===== src/hw/rtl/efs_pkg.sv =====
// Package for the elevator floor scheduler: request and response payload types,
// command and motion codes, floor count and the controller-to-datapath command struct.
// No dependencies.
package efs_pkg;

  localparam int Floors = 16;
  localparam int FloorW = 4;
  localparam logic [FloorW-1:0] LastFloor = FloorW'(Floors - 1);
  localparam logic [7:0] CapacityReset = 8'd8;

  localparam logic [1:0] CMD_TICK = 2'd0;
  localparam logic [1:0] CMD_ADD  = 2'd1;
  localparam logic [1:0] CMD_STOP = 2'd2;

  localparam logic [1:0] MOT_STOP = 2'd0;
  localparam logic [1:0] MOT_UP   = 2'd1;
  localparam logic [1:0] MOT_DOWN = 2'd2;

  typedef struct packed {
    logic [1:0]        command;
    logic [FloorW-1:0] floor;
    logic [7:0]        person_count;
  } efs_req_t;

  typedef struct packed {
    logic [FloorW-1:0] current_floor;
    logic [FloorW-1:0] target_floor;
    logic [1:0]        direction;
    logic [7:0]        onboard;
    logic              full_res;
    logic [FloorW-1:0] stop_floor;
    logic              stop_valid;
  } efs_rsp_t;

  // Controller commands to the datapath.
  typedef struct packed {
    logic capture;  // latch the request and read its pending entry
    logic exec;     // apply the request and load the response register
  } efs_cmd_t;

endpackage


===== src/hw/rtl/efs_ctrl.sv =====
// Controller for the elevator floor scheduler: two-state sequencer plus output valid.
// Depends on efs_pkg for the command struct.
module efs_ctrl (
  input  logic              clk_i,
  input  logic              rst_ni,
  input  logic              in_valid_i,
  output logic              in_stall_o,
  output logic              out_valid_o,
  input  logic              out_stall_i,
  output efs_pkg::efs_cmd_t cmd_o
);

  localparam logic StIdle = 1'b0;
  localparam logic StExec = 1'b1;

  logic state_q, state_d;
  logic out_valid_q, out_valid_d;
  logic accept, exec;

  assign in_stall_o = (state_q != StIdle);
  assign accept     = in_valid_i && (state_q == StIdle);
  // Hold in execute until the response register is free or being taken.
  assign exec       = (state_q == StExec) && (!out_valid_q || !out_stall_i);

  always_comb begin
    state_d = state_q;
    unique case (state_q)
      StIdle: begin
        if (accept) state_d = StExec;
      end
      StExec: begin
        if (exec) state_d = StIdle;
      end
      default: state_d = StIdle;
    endcase
  end

  always_comb begin
    out_valid_d = out_valid_q;
    if (out_valid_q && !out_stall_i) out_valid_d = 1'b0;
    if (exec) out_valid_d = 1'b1;
  end

  always_ff @(posedge clk_i or negedge rst_ni) begin
    if (!rst_ni) begin
      state_q     <= StIdle;
      out_valid_q <= 1'b0;
    end else begin
      state_q     <= state_d;
      out_valid_q <= out_valid_d;
    end
  end

  assign out_valid_o   = out_valid_q;
  assign cmd_o.capture = accept;
  assign cmd_o.exec    = exec;

endmodule


===== src/hw/rtl/efs_dp.sv =====
// Datapath for the elevator floor scheduler: car state, pending-count memory with
// nonzero flags, lowest-pending search and the response register. Depends on efs_pkg.
module efs_dp (
  input  logic              clk_i,
  input  logic              rst_ni,
  input  efs_pkg::efs_cmd_t cmd_i,
  input  efs_pkg::efs_req_t req_i,
  input  logic              cfg_we_i,
  input  logic [7:0]        cfg_wdata_i,
  output efs_pkg::efs_rsp_t rsp_o
);

  localparam int FW = efs_pkg::FloorW;

  // Pending counts; nz_q marks entries that hold a nonzero count, so reset
  // needs no sweep of the memory.
  logic [7:0] pend_mem [efs_pkg::Floors];
  logic [7:0] rdata_q;
  logic [efs_pkg::Floors-1:0] nz_q, nz_d;

  efs_pkg::efs_req_t req_q;
  efs_pkg::efs_rsp_t rsp_q, rsp_d;

  logic [FW-1:0] car_q, car_d, goal_q, goal_d, via_q, via_d;
  logic [1:0]    mot_q, mot_d;
  logic [7:0]    riders_q, riders_d, cap_q;
  logic          via_valid_q, via_valid_d;

  logic [FW-1:0] raddr, rsel, low_floor;
  logic          in_range;
  logic [7:0]    entry, wdata;
  logic [8:0]    pend_sum, rider_sum;
  logic          mem_we;

  function automatic logic [1:0] toward(logic [FW-1:0] from, logic [FW-1:0] to);
    toward = (from > to) ? efs_pkg::MOT_DOWN : efs_pkg::MOT_UP;
  endfunction

  // Tick reads the car's own floor; add reads the target floor.
  assign raddr = (req_i.command == efs_pkg::CMD_TICK) ? car_q : req_i.floor;

  always_ff @(posedge clk_i) begin
    if (cmd_i.capture) begin
      rdata_q <= pend_mem[raddr];
      req_q   <= req_i;
    end
    if (cmd_i.exec && mem_we) pend_mem[req_q.floor] <= wdata;
    if (cmd_i.exec) rsp_q <= rsp_d;
  end

  always_comb begin
    low_floor = '0;
    for (int i = efs_pkg::Floors - 1; i >= 0; i--) begin
      if (nz_q[i]) low_floor = FW'(i);
    end
  end

  // Same address as the captured read; the car does not move in between.
  assign rsel      = (req_q.command == efs_pkg::CMD_TICK) ? car_q : req_q.floor;
  assign in_range  = (32'(req_q.floor) < efs_pkg::Floors);
  assign entry     = nz_q[rsel] ? rdata_q : 8'd0;
  assign pend_sum  = {1'b0, entry} + {1'b0, req_q.person_count};
  assign rider_sum = {1'b0, riders_q} + {1'b0, req_q.person_count};
  assign wdata     = pend_sum[8] ? 8'hFF : pend_sum[7:0];

  always_comb begin
    car_d       = car_q;
    goal_d      = goal_q;
    mot_d       = mot_q;
    riders_d    = riders_q;
    via_d       = via_q;
    via_valid_d = via_valid_q;
    nz_d        = nz_q;
    mem_we      = 1'b0;
    case (req_q.command)
      efs_pkg::CMD_TICK: begin
        if (mot_q == efs_pkg::MOT_STOP) begin
          if (entry != 8'd0) begin
            // Serve the waiting passengers at this floor.
            riders_d    = (riders_q > entry) ? riders_q - entry : 8'd0;
            nz_d[car_q] = 1'b0;
            mot_d       = toward(car_q, goal_q);
          end else if (goal_q != car_q) begin
            mot_d = toward(car_q, goal_q);
          end else begin
            mot_d = efs_pkg::MOT_STOP;
            if (|nz_q) begin
              goal_d = low_floor;
              if (low_floor > car_q) begin
                mot_d = efs_pkg::MOT_UP;
                car_d = car_q + 1'b1;
              end else if (low_floor < car_q) begin
                mot_d = efs_pkg::MOT_DOWN;
                car_d = car_q - 1'b1;
              end
            end
            if (mot_d == efs_pkg::MOT_STOP && via_valid_q) begin
              if (car_q < via_q) mot_d = efs_pkg::MOT_UP;
              else if (car_q > via_q) mot_d = efs_pkg::MOT_DOWN;
            end
          end
        end else if (mot_q == efs_pkg::MOT_UP) begin
          if (car_q != efs_pkg::LastFloor) car_d = car_q + 1'b1;
          else mot_d = efs_pkg::MOT_STOP;
        end else if (mot_q == efs_pkg::MOT_DOWN) begin
          if (car_q != '0) car_d = car_q - 1'b1;
          else mot_d = efs_pkg::MOT_STOP;
        end
        if (car_d == goal_d || (via_valid_q && car_d == via_q)) mot_d = efs_pkg::MOT_STOP;
      end
      efs_pkg::CMD_ADD: begin
        if (in_range) begin
          mem_we            = 1'b1;
          nz_d[req_q.floor] = |wdata;
          riders_d          = rider_sum[8] ? 8'hFF : rider_sum[7:0];
          if (via_valid_q && via_q == goal_q) via_valid_d = 1'b0;
        end
      end
      efs_pkg::CMD_STOP: begin
        if (in_range) begin
          via_d       = req_q.floor;
          via_valid_d = 1'b1;
        end
      end
      default: ;
    endcase
  end

  always_comb begin
    rsp_d.current_floor = car_d;
    rsp_d.target_floor  = goal_d;
    rsp_d.direction     = mot_d;
    rsp_d.onboard       = riders_d;
    rsp_d.full_res      = (riders_d >= cap_q);
    rsp_d.stop_floor    = via_d;
    rsp_d.stop_valid    = via_valid_d;
  end

  always_ff @(posedge clk_i or negedge rst_ni) begin
    if (!rst_ni) begin
      car_q       <= '0;
      goal_q      <= '0;
      mot_q       <= efs_pkg::MOT_STOP;
      riders_q    <= '0;
      via_q       <= '0;
      via_valid_q <= 1'b0;
      nz_q        <= '0;
      cap_q       <= efs_pkg::CapacityReset;
    end else begin
      if (cmd_i.exec) begin
        car_q       <= car_d;
        goal_q      <= goal_d;
        mot_q       <= mot_d;
        riders_q    <= riders_d;
        via_q       <= via_d;
        via_valid_q <= via_valid_d;
        nz_q        <= nz_d;
      end
      if (cfg_we_i) cap_q <= cfg_wdata_i;
    end
  end

  assign rsp_o = rsp_q;

endmodule


===== src/hw/rtl/elevator_floor_scheduler.sv =====
// Elevator floor scheduler top level.
// The pending memory is read at the accept edge; the update and the response load follow
// in the execute state, which holds while an earlier response waits on out_stall_i.
// A new request is not taken until the previous one is applied (memory read, then update),
// but it is taken while an earlier response still waits.
// Reset (rst_ni low, asynchronous): car at floor 0, stopped, no riders, no stop,
// no pending floors (flag bits cleared at once), capacity 8.
module elevator_floor_scheduler (
  input  logic              clk_i,
  input  logic              rst_ni,
  // request channel
  input  logic              in_valid_i,
  output logic              in_stall_o,
  input  efs_pkg::efs_req_t in_req_i,
  // response channel
  output logic              out_valid_o,
  input  logic              out_stall_i,
  output efs_pkg::efs_rsp_t out_rsp_o,
  // capacity register write
  input  logic              cfg_we_i,
  input  logic [7:0]        cfg_wdata_i
);

  efs_pkg::efs_cmd_t cmd;

  // Sequencer: accept in idle, apply in execute once the response slot is free.
  efs_ctrl u_ctrl (
    .clk_i       (clk_i),
    .rst_ni      (rst_ni),
    .in_valid_i  (in_valid_i),
    .in_stall_o  (in_stall_o),
    .out_valid_o (out_valid_o),
    .out_stall_i (out_stall_i),
    .cmd_o       (cmd)
  );

  // Car state, pending counts, floor search and response register.
  efs_dp u_dp (
    .clk_i       (clk_i),
    .rst_ni      (rst_ni),
    .cmd_i       (cmd),
    .req_i       (in_req_i),
    .cfg_we_i    (cfg_we_i),
    .cfg_wdata_i (cfg_wdata_i),
    .rsp_o       (out_rsp_o)
  );

endmodule


===== config.mk =====
export PLATFORM = sky130hd
export DESIGN_NAME = elevator_floor_scheduler
export DESIGN_NICKNAME = d
export VERILOG_FILES = /design/src/hw/rtl/efs_pkg.sv /design/src/hw/rtl/efs_ctrl.sv /design/src/hw/rtl/efs_dp.sv /design/src/hw/rtl/elevator_floor_scheduler.sv
export SDC_FILE = /design/constraint.sdc
export NUM_CORES = 1
export LEC_CHECK = 0
export ABC_AREA = 1
export BUFFER_PORTS_ARGS = -buffer_cell sky130_fd_sc_hd__buf_2
export CAP_MARGIN = 40
export CELL_PAD_IN_SITES_DETAIL_PLACEMENT = 1
export CELL_PAD_IN_SITES_GLOBAL_PLACEMENT = 2
export CORE_ASPECT_RATIO = 0.75
export CORE_MARGIN = 2
export CORE_UTILIZATION = 35
export DETAILED_ROUTE_END_ITERATION = 6
export PLACE_DENSITY = 0.82
export SYNTH_ARGS = -nofsm -noshare
export SYNTH_HDL_FRONTEND = slang
export SYNTH_SLANG_ARGS = --single-unit

===== constraint.sdc =====
create_clock -name clk_i -period 8.05 [get_ports clk_i]
set_clock_uncertainty 0.2 [all_clocks]
set_input_delay 1.2075 -clock clk_i [delete_from_list [all_inputs] [get_ports clk_i]]
set_output_delay 1.2075 -clock clk_i [all_outputs]
set_load 0.05 [all_outputs]

==> results.cfg, run 1 <==
[setup_path]
r2r_start = u_dp.req_q[12]$_DFFE_PP_
max_stage_delay_ps = 680
r2r-end = u_dp.rsp_o[5]$_DFFE_PP_
crit_path_start_kind = flip-flop
ff2ff_path_depth = 34
critPathKind = flip-flop to flip-flop
crit_path_frequent_cell = o21a_1
startpoint = u_dp.req_q[12]$_DFFE_PP_
endpoint = u_dp.rsp_o[5]$_DFFE_PP_
end_kind = flip-flop
r2r_setup_slack_ps = 1180
crit_arrival_ps = 6970
crit_path_max_fanout = 22
cp_slowest_cell = ha_1
crit_required_ps = 8140

[timing]
fin_crit_ps = 6870
period_share = 0.854
rsz0062_at_grt = false
whs_ps = 312
tns_ps = 0
report.final.slew_viol_count = 0
setup_viol = 0
max_freq_mhz = 145
hold_violations = 0
tightest_slew_ps = 904
slew_headroom = 0.390

[global_route]
grt_util_all_layers = 0.211
grt_start_max_net_pins = 66
grt_pass1_wl_um = 58200
grt_pass1_vias = 9949
grt_antenna_before_repair = 0
overflow = 0

[logic_synthesis]
yosys-top-cells-count = 221 x nand2_1, 174 x edfxtp_1, 173 x o21ai_0, 157 x nor2_1, 146 x inv_1
synth_cell_types = 51
ys_seq_area_frac = 0.533
synthMuxAreaShare = 0.000931
yosys.area.top_type_share = 0.432
synth_edf_count = 174
yosysTopAreaCell = edfxtp_1
syn_nets = 1393
avgSynthCellArea_um2 = 9.22
synthSimpleGateAreaFrac = 0.174
synth-xor-area-share = 0.0159
synth_area_leaders = edfxtp_1 43%, dfrtp_1 9.9%, o21ai_0 7.2%, nand2_1 6.9%, ha_1 5.3%
synth_compound_area_frac = 0.154
synth_ff_type = edfxtp_1
async_reset_ff_frac = 0.220
ys_seq_elements = 223
synthAdderAreaFrac = 0.0577
netlist_instances = 1312
syn_area_um2 = 12100
ys_warn_count = 0
synth_top_family_by_area = simple AND/OR/NAND/NOR gates
synthMostInstantiatedCell = nand2_1

[routing]
via_per_inst = 5.33
first_pass_iters = 4
drc = 0
postRouteAntennaNets = 0
drtIter0Drc = 781
drt-total-wl_um = 38000
wl_per_cell_um = 20.7
vias = 9788

[floorplanning]
start_util = 0.358
io_pins = 53
coreArea_um2 = 33800
die_w_um = 219
die_h_um = 165
dieArea_um2 = 36100
rows = 58

[clock_network]
cts_root_buffer = clkbuf_16
hold_buffers = 0
clk_latency_ps = 550
cts_buffers = 26
cts_resized = 0
cts_tree = done
clk_pin_slew_worst_paths_ps = 60
cts.htree.levels = 1
numClockSinks = 223
clockBufferDepth = 3
postCtsSetupRepairBufs = 0

[job]
maxCapViolCount = 0

[cells_and_area]
area_growth_pct = 14.4
final_layout_size_suffix_gt1_frac = 0.110
nNetsFinal = 1447

[placement]
dp_hpwl_um = 27100
gp_congestion = 0.844
port_buffers = 52

[pwr]
peakVddDrop_uv = 166
p_leak_nw = 5.60
powerDensity_nw_per_um2 = 379

[run_status]
status = finished clean

[worst_hold_path]
hp-class = flip-flop to flip-flop
## through the flow
stage               utilization  total power (W)  area [um2]  std cells  setup WS (ps)
global route              0.409          0.00560       13800       1836            509
floorplan                     -          0.00324       12100       1312           3100
global placement          0.379          0.00391       12800       1777           1570
detailed placement        0.382          0.00398       12900       1788           1290
finish                    0.409          0.00525       13800       1837           1180
CTS                       0.409          0.00525       13800       1836           1240
## metal layers
layer / vias to the layer above / track usage / wire, um / share of wire
met2: 195 / 0.324 / 16500 / 0.43
li1: 4665 / - / - / -
met3: 36 / 0.0359 / 1970 / 0.052
met1: 4892 / 0.314 / 19100 / 0.50
met5: - / 0 / 0 / 0
met4: 0 / 0.0390 / 537 / 0.014
## worst min path at each step
| stage | from | endpoint | cells past startpoint |
|---|---|---|---|
| 3_3_place_gp | u_dp.nz_q[6]$_DFFE_PN0P_ | u_dp.nz_q[6]$_DFFE_PN0P_ | 2 |
| 6_report | u_dp.cap_q[3]$_DFFE_PN1P_ | u_dp.cap_q[3]$_DFFE_PN1P_ | 2 |
| 3_5_place_dp | u_dp.cap_q[3]$_DFFE_PN1P_ | u_dp.cap_q[3]$_DFFE_PN1P_ | 2 |
| 2_1_floorplan | u_dp.cap_q[3]$_DFFE_PN1P_ | u_dp.cap_q[3]$_DFFE_PN1P_ | 2 |
| 4_1_cts | u_dp.cap_q[3]$_DFFE_PN1P_ | u_dp.cap_q[3]$_DFFE_PN1P_ | 2 |
| 5_1_grt | u_dp.cap_q[3]$_DFFE_PN1P_ | u_dp.cap_q[3]$_DFFE_PN1P_ | 2 |
## flip-flops by register name, summed over array words and instances, names as in the netlist
name and flops:
u_dp.pend_mem 128, u_dp.rsp_o 24, u_dp.nz_q 16, u_dp.req_q 14, u_dp.cap_q 8, u_dp.rdata_q 8
u_dp.riders_q 8, u_dp.car_q 4, u_dp.goal_q 4, u_dp.via_q 4, u_dp.mot_q 2, u_ctrl.in_stall_o 1
u_ctrl.out_valid_o 1, u_dp.via_valid_q 1
## cells by family after synthesis
logic type / count (synthesis)
AO/OA/AOI/OAI: 314
AND/OR/NAND/NOR: 497
adder cells (fa/ha/maj): 54
flip-flops: 223
multiplexers: 1
XOR/XNOR: 22
buffers and inverters: 201
## power breakdown
part	leakage, nW	switching (W)	internal, W
Sequential	2.22	0.000151	0.00150
Combinational	2.93	0.00166	0.000678
Clock	0.449	0.000506	0.000753
Total	5.60	0.00231	0.00293
## layout make-up
| cell class | instances | area (um2) |
|---|---|---|
| Antenna cell | 1 | 2.50 |
| Clock buffer | 34 | 743 |
| Clock inverter | 14 | 165 |
| Fill cell | 3895 | 20000 |
| Inverter | 153 | 574 |
| Multi-Input combinational cell | 888 | 4880 |
| Sequential cell | 223 | 6450 |
| Tap cell | 450 | 563 |
| Timing Repair Buffer | 74 | 463 |
## cells in the final DEF, fill, tap and decap left out, types with 7 or more instances in the layout
master	n
clkbuf_16	28
nand3_1	82
xor2_1	17
o21ai_0	172
o221ai_1	29
a21oi_1	34
o211ai_1	17
nand2_2	11
o22ai_1	7
nand4_1	7
dfrtp_1	48
buf_4	19
o21a_1	9
a32oi_1	12
buf_2	53
inv_1	145
edfxtp_1	174
ha_1	51
nand2_1	220
nor2_1	157
o21ai_1	9
## critical path: cells and delay by family, from the launching register on
kind	cells	cell delay, ps
compound gates	14	1870
simple gates	12	1630
fa+ha+maj	4	1620
buf+inv	4	850
flops	1	410
Power figures use the tool's default switching activity.
==> run 2: changes to the inputs <==
==> constraint.sdc (replaced) <==
create_clock -name clk_i -period 8.05 [get_ports clk_i]
set_clock_uncertainty 0.2 [all_clocks]
set_input_delay 0.4025 -clock clk_i [delete_from_list [all_inputs] [get_ports clk_i]]
set_output_delay 0.4025 -clock clk_i [all_outputs]
set_load 0.05 [all_outputs]
==> results.cfg, run 2 (same netlist as run 1, synthesis figures left out) <==
[cells_and_area]
layout_common_cells = 220 x nand2_1, 174 x edfxtp_1, 172 x o21ai_0
fillCellCount = 3875
multi_input_area_um2 = 4880
regArea_um2 = 6450
top_register = u_dp.pend_mem
nNetsFinal = 1473
layout_commonest_cell = nand2_1
final_layout_size_suffix_gt1_frac = 0.108
area_growth_pct = 16.5
largest_register_ffs = 128

[clock_network]
postCtsSetupRepairBufs = 0
numClockSinks = 223
clockBufferDepth = 3
cts_buffers = 26
cts.htree.levels = 1
clk_pin_slew_worst_paths_ps = 60
cts_root_buffer = clkbuf_16
clk_latency_ps = 550
cts_tree = done

[timing]
whs_ps = 16.6
rsz0062_at_grt = false
tns_ps = 0
report.final.slew_viol_count = 0
tightest_slew_ps = 899
hold_violations = 0
max_freq_mhz = 145
setup_viol = 0
fin_crit_ps = 6900
period_share = 0.857
slew_headroom = 0.393

[routing]
postRouteAntennaNets = 0
first_pass_iters = 5
drc = 0
wl_per_cell_um = 20.6
vias = 9937
drtIter0Drc = 829
drt-total-wl_um = 38500
via_per_inst = 5.33

[pwr]
powerDensity_nw_per_um2 = 373
peakVddDrop_uv = 167
p_leak_nw = 5.71

[floorplanning]
dieArea_um2 = 36100
io_pins = 53
die_w_um = 219
rows = 58
start_util = 0.358
die_h_um = 165
coreArea_um2 = 33800

[setup_path]
crit_path_start_kind = flip-flop
cp_top_family = compound AO/OA/AOI/OAI gates
crit_buf_inv = 4
ff2ff_path_depth = 34
cp_slowest_cell = ha_1
max_stage_delay_ps = 700
crit_arrival_ps = 7000
critPathKind = flip-flop to flip-flop
crit_path_max_fanout = 22
crit_required_ps = 8150
crit_path_frequent_cell = o21a_1
cp.depth = 34
end_kind = flip-flop

[global_route]
overflow = 0
grt_start_max_net_pins = 66
grt_util_all_layers = 0.214
grt_pass1_vias = 10147
grt_pass1_wl_um = 59100
grt_antenna_before_repair = 0

[run_status]
status = finished clean

[worst_hold_path]
hp-class = primary input to flip-flop
min_path_cells = 3

[placement]
dp_hpwl_um = 27100
port_buffers = 52
gp_congestion = 0.844

[job]
maxCapViolCount = 0
-- run 2: timing repair --
| action | 4_1_cts | 5_1_grt |
|---|---|---|
| gates resized for setup | 0 | 0 |
| hold endpoints to repair | 72 | 0 |
| hold buffers | 26 | 0 |
-- run 2: power by group --
part	total (W)	switching [W]	internal [W]	leakage, nW
registers	0.00166	0.000152	0.00150	2.22
logic	0.00234	0.00165	0.000687	3.04
clock network	0.00126	0.000511	0.000753	0.449
total	0.00526	0.00232	0.00294	5.71
-- run 2: area by class of cell --
type | count | area share
multi-input cells | 888 | 0.346
well taps | 450 | 0.0399
diodes | 1 | 0.000177
flip-flops and latches | 223 | 0.458
repair buffers | 100 | 0.0513
clock buffers | 34 | 0.0527
clock inverters | 14 | 0.0117
inverters | 153 | 0.0407
-- run 2: stage by stage --
step           instance area [um2]  instances   util  power, W  setup WS (ps)
2_1_floorplan                12100       1312      -   0.00324           3100
3_3_place_gp                 12800       1777  0.379   0.00391           1570
3_5_place_dp                 12900       1788  0.382   0.00398           1290
4_1_cts                      14100       1862  0.417   0.00526           1240
5_1_grt                      14100       1862  0.417   0.00562            509
6_report                     14100       1863  0.417   0.00526           1150
-- run 2: worst min-delay path, stage by stage --
cell,delay [ps]
buf_2,180
nand2_1,80
o21ai_0,60
-- run 2: path summary, 6_finish.rpt --
kind,from,slack (ps),end
worst min-delay path,cfg_we_i,20,u_dp.cap_q[7]$_DFFE_PN0P_
worst max-delay path,u_dp.req_q[12]$_DFFE_PP_,1150,u_dp.rsp_o[5]$_DFFE_PP_
min in group asynchronous,rst_ni,320,u_dp.cap_q[7]$_DFFE_PN0P_
max in group asynchronous,rst_ni,6780,u_dp.nz_q[8]$_DFFE_PN0P_
worst min register to register,u_dp.cap_q[3]$_DFFE_PN1P_,310,u_dp.cap_q[3]$_DFFE_PN1P_
worst max register to register,u_dp.req_q[12]$_DFFE_PP_,1150,u_dp.rsp_o[5]$_DFFE_PP_
-- run 2: routing by layer --
metal	wire [um]	vias to the layer above	global-route usage
met2	16900	191	0.330
met3	1790	37	0.0355
met1	19200	4990	0.315
li1	-	4719	-
met5	0	-	0
met4	535	0	0.0433
==> run 3: changes to the inputs <==
- TNS_END_PERCENT: default -> 20
- clock period: 8.05 -> 7.7 ns (I/O delays scaled with it)
==> results.cfg, run 3 (same netlist as run 1, synthesis figures left out) <==
[global_route]
grt_pass1_wl_um = 60400
grt_start_max_net_pins = 66
grt_pass1_vias = 10155
grt_util_all_layers = 0.219
overflow = 0
grt_antenna_before_repair = 0

[cells_and_area]
area_growth_pct = 16.3
final_layout_size_suffix_gt1_frac = 0.103
layout_commonest_cell = nand2_1
fillCellCount = 3929
post-route-util = 0.416
largest_register_ffs = 128
layoutNonFillerInstCount = 1863
top_register = u_dp.pend_mem
n_antenna_cell = 0
layout_common_cells = 220 x nand2_1, 174 x edfxtp_1, 172 x o21ai_0
nNetsFinal = 1475

[timing]
slew_headroom = 0.420
tightest_slew_ps = 859
whs_ps = 40.7
setup_viol = 0
fin_ws_ps = 1250
period_share = 0.838
rsz0062_at_grt = false
max_freq_mhz = 155
fin_crit_ps = 6450
tns_ps = 0
report.final.slew_viol_count = 0
hold_violations = 0

[pwr]
p_clk_frac = 0.231
intPower_w = 0.00303
p_leak_nw = 5.68
sequentialPowerShare = 0.318
comb_power_share = 0.451
peakVddDrop_uv = 273
p_switching_w = 0.00242
sw_frac_of_total = 0.444
powerDensity_nw_per_um2 = 387

[setup_path]
crit_arrival_ps = 6540
end_kind = flip-flop
critPathKind = flip-flop to flip-flop
crit_path_start_kind = flip-flop
max_stage_delay_ps = 630
crit_path_max_fanout = 22
cp_slowest_cell = inv_1
crit_required_ps = 7790

[clock_network]
clk_latency_ps = 560
cts.htree.levels = 1
cts_buffers = 25
clockBufferDepth = 3
hold_buffers = 28
postCtsSetupRepairBufs = 0
cts_root_buffer = clkbuf_16
cts_resized = 0
cts_tree = done
numClockSinks = 223
clk_pin_slew_worst_paths_ps = 60

[routing]
drtIter0Drc = 871
postRouteAntennaNets = 0
drt-total-wl_um = 39100
drc = 0
wl_per_cell_um = 21.0
via_per_inst = 5.39
first_pass_iters = 5
vias = 10038

[run_status]
status = finished clean

[placement]
port_buffers = 52
gp_congestion = 0.841
dp_slack_ps = 1300
placed_cells = 1788
dp_hpwl_um = 27400

[floorplanning]
dieArea_um2 = 36100
coreArea_um2 = 33800
rows = 58
die_h_um = 165
start_util = 0.358
io_pins = 53
die_w_um = 219

[worst_hold_path]
hp-class = primary input to flip-flop

[job]
maxCapViolCount = 0
==> run 3: per-layer routing <==
metal | routed length (um) | vias to the layer above | track usage | part of all wire
met1 | 19300 | 5064 | 0.330 | 0.49
met2 | 17400 | 222 | 0.342 | 0.44
li1 | - | 4712 | - | -
met3 | 1780 | 40 | 0.0232 | 0.046
met4 | 660 | 0 | 0.0436 | 0.017
met5 | 0 | - | 0 | 0
==> run 3: through the flow <==
stage | total power, W | area (um2)
after global routing | 0.00583 | 14100
after global placement | 0.00409 | 12800
after floorplan | 0.00339 | 12100
final | 0.00545 | 14100
after CTS | 0.00545 | 14100
after detailed placement | 0.00416 | 12900
==> run 3: final timing paths <==
| path | depth (start not counted) | start | to | slack (ps) |
|---|---|---|---|---|
| hold reg to reg | 2 | u_ctrl.in_stall_o$_DFF_PN0_ | u_ctrl.out_valid_o$_DFFE_PN0P_ | 340 |
| max in group asynchronous | 3 | rst_ni | u_dp.nz_q[3]$_DFFE_PN0P_ | 6460 |
| hold / removal | 2 | cfg_we_i | u_dp.cap_q[7]$_DFFE_PN0P_ | 40 |
| min in group asynchronous | 3 | rst_ni | u_dp.cap_q[7]$_DFFE_PN0P_ | 320 |
| setup reg to reg | 36 | u_dp.req_q[12]$_DFFE_PP_ | u_dp.rsp_o[5]$_DFFE_PP_ | 1250 |
| setup / recovery | 36 | u_dp.req_q[12]$_DFFE_PP_ | u_dp.rsp_o[5]$_DFFE_PP_ | 1250 |
==> run 3: power groups by stage <==
stage                     clock network, W  registers [W]  logic, W
after global routing               0.00132        0.00174   0.00277
after detailed placement                 0        0.00174   0.00242
final                              0.00126        0.00173   0.00246
after CTS                          0.00128        0.00172   0.00245
after floorplan                          0        0.00178   0.00161
after global placement                   0        0.00174   0.00235
==> run 3: cell type report <==
class | instances | area [um2] | share of cell area
sequential | 223 | 6450 | 0.458
multi-input combinational | 888 | 4880 | 0.346
timing repair buffer | 103 | 751 | 0.0533
clock buffer | 32 | 693 | 0.0492
inverter | 153 | 574 | 0.0408
tap | 450 | 563 | 0.0400
clock inverter | 14 | 165 | 0.0117
==> run 3: worst max-delay path: cells and delay by family, from the launching register on <==
kind | cells | cell delay, ps
compound gates | 14 | 1900
buf+inv | 5 | 1060
flops | 1 | 360
simple gates | 13 | 1570
fa+ha+maj | 4 | 1120
